<file path="config.mk">
export PLATFORM = sky130hd
export DESIGN_NAME = two_wire_handshake_link_top
export DESIGN_NICKNAME = d
export VERILOG_FILES = /design/src/sv/thl_pkg.sv /design/src/sv/two_wire_handshake_link_top.sv
export SDC_FILE = /design/constraint.sdc
export NUM_CORES = 1
export LEC_CHECK = 0
export ABC_AREA = 0
export BUFFER_PORTS_ARGS = -buffer_cell sky130_fd_sc_hd__clkbuf_2
export CORE_ASPECT_RATIO = 1.2
export CORE_UTILIZATION = 39
export DETAILED_ROUTE_END_ITERATION = 6
export GPL_TIMING_DRIVEN = 1
export PLACE_DENSITY = 0.57
export SYNTH_ARGS = -nofsm -noshare
export SYNTH_HDL_FRONTEND = slang
export SYNTH_SLANG_ARGS = --single-unit
export TNS_END_PERCENT = 50
</file>
<file path="constraint.sdc">
create_clock -name clk -period 6.3 [get_ports clk]
set_input_delay 0.63 -clock clk [delete_from_list [all_inputs] [get_ports clk]]
set_output_delay 0.63 -clock clk [all_outputs]
set_load 0.1 [all_outputs]
</file>
<file path="src/sv/thl_pkg.sv">
// Shared types and codes for the two-wire handshake link.
// Holds the word structs for both channels and the command and status codes.
// No dependencies.
`timescale 1ns / 1ps

package thl_pkg;

  // Width of one byte on the link and of the locally held byte registers.
  localparam int unsigned BYTE_W = 8;

  // Default number of bits moved per transfer.
  localparam int unsigned BITS_PER_WORD_DEF = 8;

  // Value returned in place of a byte after a transmission error.
  localparam logic [BYTE_W-1:0] ERROR_BYTE = 8'hFF;

  // Command codes carried in the input word.
  typedef enum logic [1:0] {
    CMD_NONE    = 2'd0,
    CMD_SEND    = 2'd1,
    CMD_RECEIVE = 2'd2,
    CMD_SPY     = 2'd3
  } cmd_t;

  // Completion status codes carried in the result word.
  typedef enum logic [1:0] {
    STAT_OK      = 2'd0,
    STAT_REFUSED = 2'd1,
    STAT_ERROR   = 2'd2,
    STAT_UNUSED  = 2'd3
  } status_t;

  // Input word: command, byte to send and the sampled line levels.
  typedef struct packed {
    logic [1:0]        command;
    logic [BYTE_W-1:0] send_byte;
    logic              red_level;
    logic              white_level;
  } item_t;

  // Result word: line drives, progress flags, status, decoded byte and partner flag.
  typedef struct packed {
    logic              pull_red;
    logic              pull_white;
    logic              busy_res;
    logic              done_res;
    logic [1:0]        status;
    logic [BYTE_W-1:0] received_byte;
    logic              partner_active;
  } result_t;

endpackage

</file>
<file path="src/sv/two_wire_handshake_link_top.sv">
// Two-wire (red/white) open-drain byte link controller, one line sample per word.
// Depends on thl_pkg for the word structs, command codes and status codes.
// Sends LSB first, receives or spies, and reports one result word per input word.
//
//   Channel   Direction  Handshake                 Payload
//   item      in         item_valid / item_ready   item (thl_pkg::item_t)
//   result    out        result_valid/result_ready result (thl_pkg::result_t)
//
// Each input word is processed in the cycle it is accepted; its result word is
// held in the result register from the next cycle on.
// One word is accepted per cycle while the result side takes words each cycle.
// The result register is the only buffer: when it is full and not taken,
// item_ready drops and the link state holds still.
// rst is synchronous and active high; it returns the controller to idle and
// empties the result register.
`timescale 1ns / 1ps

module two_wire_handshake_link_top #(
  parameter int unsigned BITS_PER_WORD = thl_pkg::BITS_PER_WORD_DEF
) (
  input  logic             clk,
  input  logic             rst,
  input  logic             item_valid,
  output logic             item_ready,
  input  thl_pkg::item_t   item,
  output logic             result_valid,
  input  logic             result_ready,
  output thl_pkg::result_t result
);

  import thl_pkg::*;

  // Counter wide enough to hold BITS_PER_WORD itself.
  localparam int unsigned CNT_W = $clog2(BITS_PER_WORD + 1);
  localparam int unsigned IDX_W = $clog2(BYTE_W);

  typedef enum logic [2:0] {
    PH_IDLE         = 3'd0,
    PH_SEND_DRIVE   = 3'd1,
    PH_WAIT_RELEASE = 3'd2,
    PH_RX_WAIT_BIT  = 3'd3,
    PH_RX_HOLD_ONE  = 3'd4,
    PH_RX_HOLD_ZERO = 3'd5,
    PH_ERR_WAIT     = 3'd6
  } phase_t;

  phase_t            phase, phase_next;
  cmd_t              operation, operation_next;
  logic [CNT_W-1:0]  bit_count, bit_count_next;
  logic [BYTE_W-1:0] shift_data, shift_data_next;
  logic [BYTE_W-1:0] outgoing_byte, outgoing_byte_next;
  logic              error_seen, error_seen_next;
  result_t           result_next;

  logic              accept;
  logic              lines_idle;
  logic [CNT_W-1:0]  count_inc;
  logic              cur_in_byte;
  logic              cur_send_bit;
  logic              next_in_byte;
  logic              next_send_bit;
  logic [IDX_W-1:0]  cur_idx;
  logic [IDX_W-1:0]  next_idx;
  logic              done;
  status_t           status;
  logic [BYTE_W-1:0] rbyte;

  // A new word enters whenever the result register is empty or being emptied.
  assign item_ready = !result_valid || result_ready;
  assign accept     = item_valid && item_ready;

  assign lines_idle = item.red_level && item.white_level;
  assign count_inc  = bit_count + CNT_W'(1);

  // Bit to send under the present count; bits past the byte are sent as zero.
  assign cur_idx      = IDX_W'(bit_count);
  assign cur_in_byte  = 32'(bit_count) < 32'(BYTE_W);
  assign cur_send_bit = cur_in_byte && outgoing_byte[cur_idx];

  // Next-state logic for one line sample.
  always_comb begin
    phase_next         = phase;
    operation_next     = operation;
    bit_count_next     = bit_count;
    shift_data_next    = shift_data;
    outgoing_byte_next = outgoing_byte;
    error_seen_next    = error_seen;
    done               = 1'b0;
    status             = STAT_OK;
    rbyte              = '0;

    unique case (phase)
      PH_SEND_DRIVE: begin
        if (cur_send_bit ? !item.white_level : !item.red_level) begin
          phase_next = PH_WAIT_RELEASE;
        end
      end
      PH_WAIT_RELEASE: begin
        if (lines_idle) begin
          bit_count_next = count_inc;
          if (32'(count_inc) >= 32'(BITS_PER_WORD)) begin
            done       = 1'b1;
            rbyte      = (operation == CMD_SEND) ? '0 : shift_data;
            phase_next = PH_IDLE;
          end else begin
            phase_next = (operation == CMD_SEND) ? PH_SEND_DRIVE : PH_RX_WAIT_BIT;
          end
        end
      end
      PH_RX_WAIT_BIT: begin
        if (!item.red_level && !item.white_level) begin
          error_seen_next = 1'b1;
          phase_next      = PH_ERR_WAIT;
        end else if (!item.red_level) begin
          if (cur_in_byte) begin
            shift_data_next[cur_idx] = 1'b1;
          end
          phase_next = PH_RX_HOLD_ONE;
        end else if (!item.white_level) begin
          phase_next = PH_RX_HOLD_ZERO;
        end
      end
      PH_RX_HOLD_ONE: begin
        if (item.red_level) begin
          phase_next = PH_WAIT_RELEASE;
        end
      end
      PH_RX_HOLD_ZERO: begin
        if (item.white_level) begin
          phase_next = PH_WAIT_RELEASE;
        end
      end
      PH_ERR_WAIT: begin
        if (lines_idle) begin
          done       = 1'b1;
          status     = STAT_ERROR;
          rbyte      = ERROR_BYTE;
          phase_next = PH_IDLE;
        end
      end
      default: begin
        // Idle, and the unused phase code behaves the same way.
        phase_next = PH_IDLE;
        if (cmd_t'(item.command) == CMD_SEND) begin
          if (!lines_idle) begin
            done   = 1'b1;
            status = STAT_REFUSED;
          end else begin
            operation_next     = CMD_SEND;
            outgoing_byte_next = item.send_byte;
            bit_count_next     = '0;
            error_seen_next    = 1'b0;
            phase_next         = PH_SEND_DRIVE;
          end
        end else if (cmd_t'(item.command) == CMD_RECEIVE ||
                     cmd_t'(item.command) == CMD_SPY) begin
          operation_next  = cmd_t'(item.command);
          shift_data_next = '0;
          bit_count_next  = '0;
          error_seen_next = 1'b0;
          phase_next      = PH_RX_WAIT_BIT;
        end
      end
    endcase
  end

  // Line drives follow the state reached after this sample.
  assign next_idx      = IDX_W'(bit_count_next);
  assign next_in_byte  = 32'(bit_count_next) < 32'(BYTE_W);
  assign next_send_bit = next_in_byte && outgoing_byte_next[next_idx];

  always_comb begin
    result_next                = '0;
    result_next.busy_res       = (phase_next != PH_IDLE);
    result_next.done_res       = done;
    result_next.status         = status;
    result_next.received_byte  = rbyte;
    result_next.partner_active = !lines_idle;
    if (phase_next == PH_SEND_DRIVE) begin
      result_next.pull_red   = next_send_bit;
      result_next.pull_white = !next_send_bit;
    end else if (operation_next == CMD_RECEIVE) begin
      // Acknowledge by pulling the line opposite to the one the sender pulls.
      result_next.pull_white = (phase_next == PH_RX_HOLD_ONE);
      result_next.pull_red   = (phase_next == PH_RX_HOLD_ZERO);
    end
  end

  // Link state and the result register.
  always_ff @(posedge clk) begin
    if (rst) begin
      phase         <= PH_IDLE;
      operation     <= CMD_NONE;
      bit_count     <= '0;
      shift_data    <= '0;
      outgoing_byte <= '0;
      error_seen    <= 1'b0;
      result_valid  <= 1'b0;
    end else begin
      if (accept) begin
        phase         <= phase_next;
        operation     <= operation_next;
        bit_count     <= bit_count_next;
        shift_data    <= shift_data_next;
        outgoing_byte <= outgoing_byte_next;
        error_seen    <= error_seen_next;
        result_valid  <= 1'b1;
      end else if (result_ready) begin
        result_valid  <= 1'b0;
      end
    end
  end

  // Result payload needs no reset; it is qualified by result_valid.
  always_ff @(posedge clk) begin
    if (accept) begin
      result <= result_next;
    end
  end

  // An accepted word always leaves a result waiting in the next cycle.
  a_accept_gives_result: assert property (@(posedge clk) disable iff (rst)
    item_valid && item_ready |=> result_valid)
    else $error("accepted word produced no result");

  // The controller never pulls both lines at once.
  a_no_double_pull: assert property (@(posedge clk) disable iff (rst)
    result_valid |-> !(result.pull_red && result.pull_white))
    else $error("both lines driven low");

  // A non-ok status only appears on a completion word.
  a_status_on_done: assert property (@(posedge clk) disable iff (rst)
    result_valid && (result.status != STAT_OK) |-> result.done_res)
    else $error("status reported without completion");

  // Spying never drives the lines.
  a_spy_silent: assert property (@(posedge clk) disable iff (rst)
    result_valid && (operation == CMD_SPY) |-> !result.pull_red && !result.pull_white)
    else $error("line driven while spying");

  // The error wait phase is only entered with the error flag set.
  a_error_path: assert property (@(posedge clk) disable iff (rst)
    (phase == PH_ERR_WAIT) |-> error_seen)
    else $error("error wait without error flag");

endmodule

</file>
## Yosys cells after proc, flatten, opt, wreduce, memory -nomap -nowiden

Index checks and enable logic that the tools add are counted.

| word-level totals | value |
|---|---|
| output and inout port bits | 17 |
| flip-flop bits (word level) | 41 |
| logic and storage cells | 120 |

| cells by class | value |
|---|---|
| reduce and logical (&&, ||, !) cells | 22 |
| bitwise logic cells | 2 |
| magnitude comparators | 6 |
| add/subtract/negate cells | 1 |
| mux-type cells | 58 |
| equality and inequality tests | 18 |

Operators with widths:

| operator | number |
|---|---|
| 2-to-1 mux 8 bit | 12 |
| case mux 8 bit (2 select lines) | 2 |
| 2-to-1 mux 3 bit | 9 |
| 2-to-1 mux 2 bit | 10 |
| case mux 3 bit (6 select lines) | 1 |
| 2-to-1 mux 4 bit | 4 |
| == test 3 bit (second input constant) | 5 |
| OR reduction 5 bit | 3 |
| 2-to-1 mux 1 bit | 14 |
| less-than comparator 3 x 4 -> 1 bit (second input constant) | 2 |
| less-than comparator 4 bit (second input constant) | 2 |
| bitwise OR 8 bit | 1 |
| case mux 4 bit (2 select lines) | 1 |
| AND reduction 7 bit | 1 |
| binary-select mux 1 bit (select 3 bit) | 2 |
| == test 2 bit (second input constant) | 3 |
| == test 3 x 1 -> 1 bit (second input constant) | 2 |
| == test 3 x 2 -> 1 bit (second input constant) | 2 |
| logical AND 1 bit | 6 |
| != test 2 bit (second input constant) | 3 |
| OR reduction 6 bit | 1 |
| zero test 1 bit | 5 |
| adder 4 x 1 -> 4 bit (second input constant) | 1 |
| == test 2 x 1 -> 1 bit (second input constant) | 2 |
| 11 further kinds | 13 |

## Longest topological paths before layout

Gate-level depths: netlist of the first run.

| depth | value |
|---|---|
| depth after elaboration | 10 |
| gate-level depth with buffers | 10 |
| depth with buffers taken out | 10 |

## Worst setup path before layout of the first run

OpenSTA, ideal clock, no wires.

| timing path | value |
|---|---|
| path kind | reg2reg |
| start | reg result_valid |
| end | reg phase[1] |
| data required time | 6133 ps |
| arrival time | 2915 ps |
| setup slack | 3218 ps |
| library setup time | 167 ps |
| buffers on the path | 1 |
| cell stages (with the launch flop) | 7 |
| clock period less this slack | 3082 ps |
| cells stage by stage | dfxtp_1 > nand2b_1 > nand2_1 > inv_1 > clkbuf_1 > nor2_1 > a211oi_1 |

| between the ends | value |
|---|---|
| word-level cells in the longest chain between the ends | 3 |

RTL lines:

| what | RTL line | source |
|---|---|---|
| start: declaration | two_wire_handshake_link_top.sv:26 | `output logic result_valid,` |
| start signal: assignment | two_wire_handshake_link_top.sv:198 | `result_valid <= 1'b0;` |
| start signal: assignment | two_wire_handshake_link_top.sv:207 | `result_valid <= 1'b1;` |
| start signal: assignment | two_wire_handshake_link_top.sv:209 | `result_valid <= 1'b0;` |
| zero test 1 bit | two_wire_handshake_link_top.sv:69 | `assign item_ready = !result_valid \|\| result_ready;` |
| logical OR 1 bit | two_wire_handshake_link_top.sv:69 |  |
| net item_ready | two_wire_handshake_link_top.sv:24 | `output logic item_ready,` |
| logical AND 1 bit | two_wire_handshake_link_top.sv:70 | `assign accept = item_valid && item_ready;` |
| net accept | two_wire_handshake_link_top.sv:55 | `logic accept;` |
| end signal: assignment | two_wire_handshake_link_top.sv:201 | `phase <= phase_next;` |
| end: declaration | two_wire_handshake_link_top.sv:47 | `phase_t phase, phase_next;` |

The timed path passes the listed nets, and every way through them passes these cells.
A chain may end at the register's enable or synchronous reset.

==> reports/summary.txt, run 1 <==
Run status: finished, final reports clean
Final period utilization: 46.03%
Sequential area share after synthesis: 40.95%
Detailed Place HPWL: 3942 um
CP bufs+invs: 2
Final Hold Fails: 0
Root Driver: clkbuf_8
Final setup viols: 0
Largest net degree at the start of global routing: 31
Nets: 309
Pleak: 1.084 nW
RSZ-0062 raised after global routing: no
Clk sinks: 41
Worst Hold Class: flip-flop to flip-flop
TNS Setup: 0 ns
WP data arrival: 2.94 ns
Deepest clock path buffer count: 2
Max_slew headroom: 32.88%
Initial Utilization: 41.29%
CP top delay family: compound AO/OA/AOI/OAI gates
Gpl congestion: 0.9295
First-pass GRT wire length: 8797 um
Die X: 73.18 um
# H-tree levels: 2
Critical path depth: 11
Worst-Skew Late Latency: 0.30 ns
Post-synth EDFFs: 15
Yosys warns: 0
Power density over the cells: 256.5 mW/mm^2
Setup Skew: 0.005478 ns
Yosys reg bits: 41
Clock buffer count from CTS: 5
Syn nets: 288
Vias in the first global route: 1726
Core footprint: 0.005743 mm^2
Worst hold stages: 2
PortBufs: 32
Yosys top cell area share: 21.95%
Max VDD drop: 0.1167 mV
Data required, critical path: 6.34 ns
Max-Cap Viols: 0
Crit-path cells: clkbuf_2 > and2_1 > inv_1 > ha_1 > nor4b_1 > a21o_1 > a21o_2 > mux2i_1 > a22o_1 > o32ai_2 > o22ai_1
WL final: 5489 um
Worst Setup SP: item[1]
Post-Layout Cell Count: 372
Cell variety after synth: 55
CP Launch Type: primary input
Initial antenna violation count: 0
Post-CTS sizing: 0
Reg clk slew, reported paths: 0.08 ns
Synthesized area: 0.002371 mm^2
Antenna cell count: 0
Dpl cells: 364
Hold Buf Count CTS: 0
Post-CTS setup buffers: 0
Crit-path slowest cell: nor4b_1
Area occupied by multi-input gates: 0.001259 mm^2
Vias/cell: 5.454
Gr usage total: 18.33%
Critical path type: primary input to flip-flop
Slew @ Worst Pin: 1.006 ns
DRC violation total after the first TritonRoute iteration: 168
Reg2Reg Depth: 6
Die Footprint: 0.006396 mm^2
Reg2reg start: phase[0]$_SDFFE_PP0P_
Chip Height: 87.41 um
Post-synth ARST share: 0%
# fillers: 585
Synth area leader: dfxtp_1
Mean post-synth cell area: 8.782 um^2
DRT Pass-1 Iters: 5
Vias: 2029
Total grt overflow: 0
Area grow syn2layout: 11.61%
Fmax: 344.8 MHz
Share of post-route cells with drive strength above 1: 19.18%
Cells after synthesis: 270
Main synth FF type: dfxtp_1
Hold Startpoint: operation[0]$_SDFFE_PP0P_
Fin Hold WS: 0.4793 ns
Max Fanout on Critical Path: 13
Critical Path Max Stage Delay: 0.37 ns
Antenna Nets Post-Route: 0
Final Max Slew Viols: 0
DRC Markers: 0
Setup crit end kind: flip-flop
Drt wl/cell: 14.76 um
CTS tree: yes
Tmin final: 2.900 ns
Top post-synthesis cells by area: dfxtp_1, edfxtp_1, nand2_1
Register cell area after layout: 970.9 um^2
Row count: 30
Top Ports: 33
==> logic make-up (layout without fill, tap and decap cells) <==
kind of cell / count (synthesis) / count (layout) / share of synthesized area [%]
AOI/OAI and AO/OA: 79 / 79 / 24.86
buffers and inverters: 29 / 51 / 5.963
adders and majority gates: 2 / 2 / 1.055
and+or+nand+nor: 107 / 107 / 21.74
DFF: 41 / 41 / 40.95
xor gates and xnor gates: 2 / 2 / 0.7389
muxes: 10 / 10 / 4.697
==> worst min-delay path, delay by kind of cell (launching register included) <==
| family | cells | cell delay [ns] |
|---|---|---|
| flops | 1 | 0.33 |
| simple gates | 1 | 0.06 |
| compound gates | 1 | 0.05 |
==> final timing paths <==
path                            slack, ns                   endpoint
worst max-delay path                 3.40       result[13]$_DFFE_PP_
worst min-delay path                 0.48  operation[0]$_SDFFE_PP0P_
worst max register to register       3.56       result[13]$_DFFE_PP_
worst min register to register       0.48  operation[0]$_SDFFE_PP0P_
==> metrics by stage <==
stage / instance area, um^2 / utilization (%) / setup slack (ns) / total power, mW
finish: 2646 / 46.08 / 3.400 / 0.6788
global route: 2646 / 46.08 / 3.234 / 0.7083
CTS: 2646 / 46.08 / 3.425 / 0.6848
detailed placement: 2531 / 44.07 / 3.115 / 0.4671
global placement: 2531 / 44.07 / 3.216 / 0.4673
floorplan: 2371 / - / 3.218 / 0.4413
==> final cells by class <==
type | count | area share (%)
Clock buffer | 5 | 2.600
Clock inverter | 3 | 1.749
Inverter | 11 | 1.560
Multi-Input combinational cell | 200 | 47.57
Sequential cell | 41 | 36.69
Tap cell | 80 | 3.783
Timing Repair Buffer | 32 | 6.052
==> cells in the final DEF (no fill, tap or decap), types with 2 or more instances in the layout <==
cell type / n
nand2_1: 33
a31oi_1: 5
inv_1: 11
nand2b_1: 2
xor2_1: 2
clkbuf_2: 32
ha_1: 2
o21ai_0: 6
and2_1: 3
nor4_1: 2
nor2_1: 33
nand3_1: 5
nor3_1: 6
mux2i_1: 7
clkbuf_8: 5
a221oi_2: 2
or2_1: 2
a211oi_2: 2
or3_1: 3
a21oi_1: 18
or3b_1: 2
a32oi_1: 2
a211oi_1: 5
edfxtp_1: 15
o22ai_1: 5
mux2_4: 2
and3_1: 3
nor2b_1: 2
nor3b_1: 3
dfxtp_1: 26
o211ai_1: 5
nand3b_1: 3
a22o_1: 2
a211o_1: 2
a21o_1: 13
==> metal layers <==
layer,up-vias,wire length [um],track usage [%]
met5,-,0,0
met4,0,172,8.734
met3,14,321,4.051
li1,1016,-,-
met2,78,2498,28.11
met1,921,2496,24.25
==> state kept, by name, summed over array words and instances (netlist names) <==
signal         flops
result_valid       1
operation          2
phase              3
outgoing_byte      8
bit_count          4
result            15
shift_data         8
==> cell usage after synthesis, drive strengths merged, types with 2 or more instances <==
library cell	count
mux2i	7
buf	12
a32oi	2
and2	3
nor4	2
or2	3
o22ai	5
a221oi	2
o211ai	5
a21o	14
xor2	2
a31oi	5
or3b	2
nor3b	3
nor2b	2
a211oi	8
edfxtp	15
mux2	3
clkbuf	6
dfxtp	26
nor2	33
nand2b	2
nand2	33
nand3b	3
inv	11
a22o	2
a211o	2
nor3	6
ha	2
or3	3
o21ai	7
a21oi	20
and3	3
nand3	6
==> report_power, final <==
group / total, mW / switching (mW) / internal [mW]
registers: 0.305 / 0.0171 / 0.288
logic: 0.158 / 0.112 / 0.0453
clock network: 0.217 / 0.0979 / 0.119
Power figures use the tool's default switching activity.
==> run 2, diff against run 1 <==
--- a/config.mk
+++ b/config.mk
@@ -11,7 +11,7 @@
 export CORE_UTILIZATION = 39
 export DETAILED_ROUTE_END_ITERATION = 6
 export GPL_TIMING_DRIVEN = 1
-export PLACE_DENSITY = 0.57
+export PLACE_DENSITY = 0.59
 export SYNTH_ARGS = -nofsm -noshare
 export SYNTH_HDL_FRONTEND = slang
 export SYNTH_SLANG_ARGS = --single-unit
==> constraint.sdc (replaced) <==
create_clock -name clk -period 2.6 [get_ports clk]
set_input_delay 0.26 -clock clk [delete_from_list [all_inputs] [get_ports clk]]
set_output_delay 0.26 -clock clk [all_outputs]
set_load 0.1 [all_outputs]
==> run 2 against run 1 <==
Net effect:
- clock skew fell by 0.00088 ns
- critical path type is now flip-flop to flip-flop
- sequential share of layout area fell by 1.7 points
- combinational power rose to 2.6 times the previous value
- largest cell class unchanged
- highest routed layer unchanged
==> reports/summary.txt, run 2 (synthesis gave the netlist of run 1 again) <==
Area occupied by multi-input gates: 0.001261 mm^2 (was 0.001259 mm^2)
Reg clk slew, reported paths: 0.08 ns (about the same)
Placement Setup Slack: 0.1193 ns (was 3.115 ns)
CTS tree: yes (unchanged)
Clk sinks: 41 (unchanged)
# H-tree levels: 2 (unchanged)
Chip Height: 87.41 um (unchanged)
Max_slew headroom: 50.98% (was 32.88%)
Largest net degree at the start of global routing: 20 (was 31)
Area grow syn2layout: 17.15% (was 11.61%)
Setup Skew: 0.004600 ns (was 0.005478 ns)
Post-route setup slack: 0.1722 ns (was 3.400 ns)
Vias/cell: 5.350 (was 5.454)
Vias in the first global route: 1878 (was 1726)
Max-Cap Viols: 0 (unchanged)
DRT Pass-1 Iters: 6 (was 5)
Register cell area after layout: 972.2 um^2 (was 970.9 um^2)
Top reg by flops: result (unchanged)
Final period utilization: 93.38%
WL final: 5339 um (was 5489 um)
Run status: finished, final reports clean (unchanged)
Data required, critical path: 2.74 ns (was 6.34 ns)
Drt wl/cell: 13.83 um (was 14.76 um)
Tmin final: 2.428 ns
DRC Markers: 0 (unchanged)
Die X: 73.18 um (unchanged)
Critical path type: flip-flop to flip-flop (was primary input to flip-flop)
Antenna cell count: 0 (unchanged)
Detailed Place HPWL: 3985 um (was 3942 um)
Die Footprint: 0.006396 mm^2 (unchanged)
RSZ-0062 raised after global routing: no (unchanged)
Final Hold Fails: 0 (unchanged)
Row count: 30 (unchanged)
Deepest clock path buffer count: 2 (unchanged)
Hold Buf Count CTS: 0 (unchanged)
Slew @ Worst Pin: 0.7290 ns (was 1.006 ns)
Core footprint: 0.005743 mm^2 (unchanged)
# fillers: 569 (was 585)
CP Launch Type: flip-flop (was primary input)
Max Fanout on Critical Path: 11 (was 13)
DRC violation total after the first TritonRoute iteration: 115 (was 168)
Gpl congestion: 0.8453 (was 0.9295)
First-pass GRT wire length: 9045 um (was 8797 um)
PortBufs: 32 (unchanged)
Worst-Skew Late Latency: 0.29 ns (was 0.30 ns)
Top Ports: 33 (unchanged)
TNS Setup: 0 ns (unchanged)
Largest register FFs: 15 (unchanged)
Max VDD drop: 0.2541 mV (was 0.1167 mV)
Fmax: 411.9 MHz
Most frequent cells in the layout: nand2_1, nor2_1, clkbuf_2 (unchanged)
Nets: 323 (was 309)
Post-Place Cell Area: 0.002640 mm^2 (was 0.002531 mm^2)
Vias: 2065 (was 2029)
Final instance area: 0.002778 mm^2 (was 0.002646 mm^2)
Tot Pwr: 1.755 mW (was 0.6788 mW)
Final Max Slew Viols: 0 (unchanged)
Share of post-route cells with drive strength above 1: 23.53% (was 19.18%)
Setup crit end kind: flip-flop (unchanged)
Pleak: 1.169 nW (was 1.084 nW)
Post-Layout Cell Count: 386 (was 372)
WP data arrival: 2.56 ns (was 2.94 ns)
Final setup viols: 0 (unchanged)
Total grt overflow: 0 (unchanged)
Top flop regs: result x15, outgoing_byte x8, shift_data x8 (unchanged)
Power density over the cells: 631.9 mW/mm^2 (was 256.5 mW/mm^2)
Initial antenna violation count: 0 (unchanged)
Post-CTS setup buffers: 0 (unchanged)
Clock buffer count from CTS: 5 (unchanged)
Gr usage total: 18.38% (was 18.33%)
Root Driver: clkbuf_8 (unchanged)
Initial Utilization: 41.29% (unchanged)
Dpl cells: 378 (was 364)
Antenna Nets Post-Route: 0 (unchanged)
Worst Hold Class: primary input to flip-flop (was flip-flop to flip-flop)
Post-CTS sizing: 0 (unchanged)
-- run 2: cell types whose count changed in the layout (fill, tap and decap cells not counted), sizes merged --
cell,delta
bufinv,+1
buf,+14
inv,+1
clkinv,-1
clkinvlp,-1
-- run 2: routing by layer --
metal | vias to the layer above | share of wire, % | global-route usage [%]
met1 | 945 | 46 | 24.55
met5 | - | 0 | 0
li1 | 1045 | - | -
met3 | 13 | 3.9 | 2.083
met2 | 62 | 47 | 29.46
met4 | 0 | 3.1 | 8.556
-- run 2: area by class of cell --
type,instances,area share [%]
multi-input cells,200,45.41
clock buffers,5,2.477
flip-flops and latches,41,35.00
clock inverters,3,2.477
repair buffers,46,9.550
inverters,11,1.486
well taps,80,3.604
-- run 2: path summary, 6_finish.rpt --
path,from,endpoint,slack (ns),depth (start not counted)
max,bit_count[1]$_SDFFE_PP0P_,result[13]$_DFFE_PP_,0.17,6
max reg2reg,bit_count[1]$_SDFFE_PP0P_,result[13]$_DFFE_PP_,0.17,6
min reg2reg,operation[0]$_SDFFE_PP0P_,operation[0]$_SDFFE_PP0P_,0.47,2
min,item[5],outgoing_byte[3]$_SDFFE_PP0P_,0.18,3
-- run 2: worst max-delay path, stage by stage (launching register included) --
cell and delay [ns]:
dfxtp_1 0.57, mux2_4 0.34, a221oi_2 0.31, o21bai_1 0.18, a211oi_2 0.35, or3b_1 0.39
o22ai_1 0.14
-- run 2: report_power, final --
group          leakage, nW  switching [mW]  total [mW]  internal (mW)
registers            0.361          0.0231       0.720          0.697
clock network       0.0687           0.232       0.619          0.387
logic                0.739           0.293       0.417          0.124
total                 1.17           0.548        1.76           1.21
-- run 2: per-stage QoR --
step	hold slack (ns)	util [%]
final	0.1794	48.37
after global routing	0.1844	48.37
after CTS	0.1784	48.37
after detailed placement	0.4601	45.97
after global placement	0.4565	45.97
after floorplan	0.3819	-
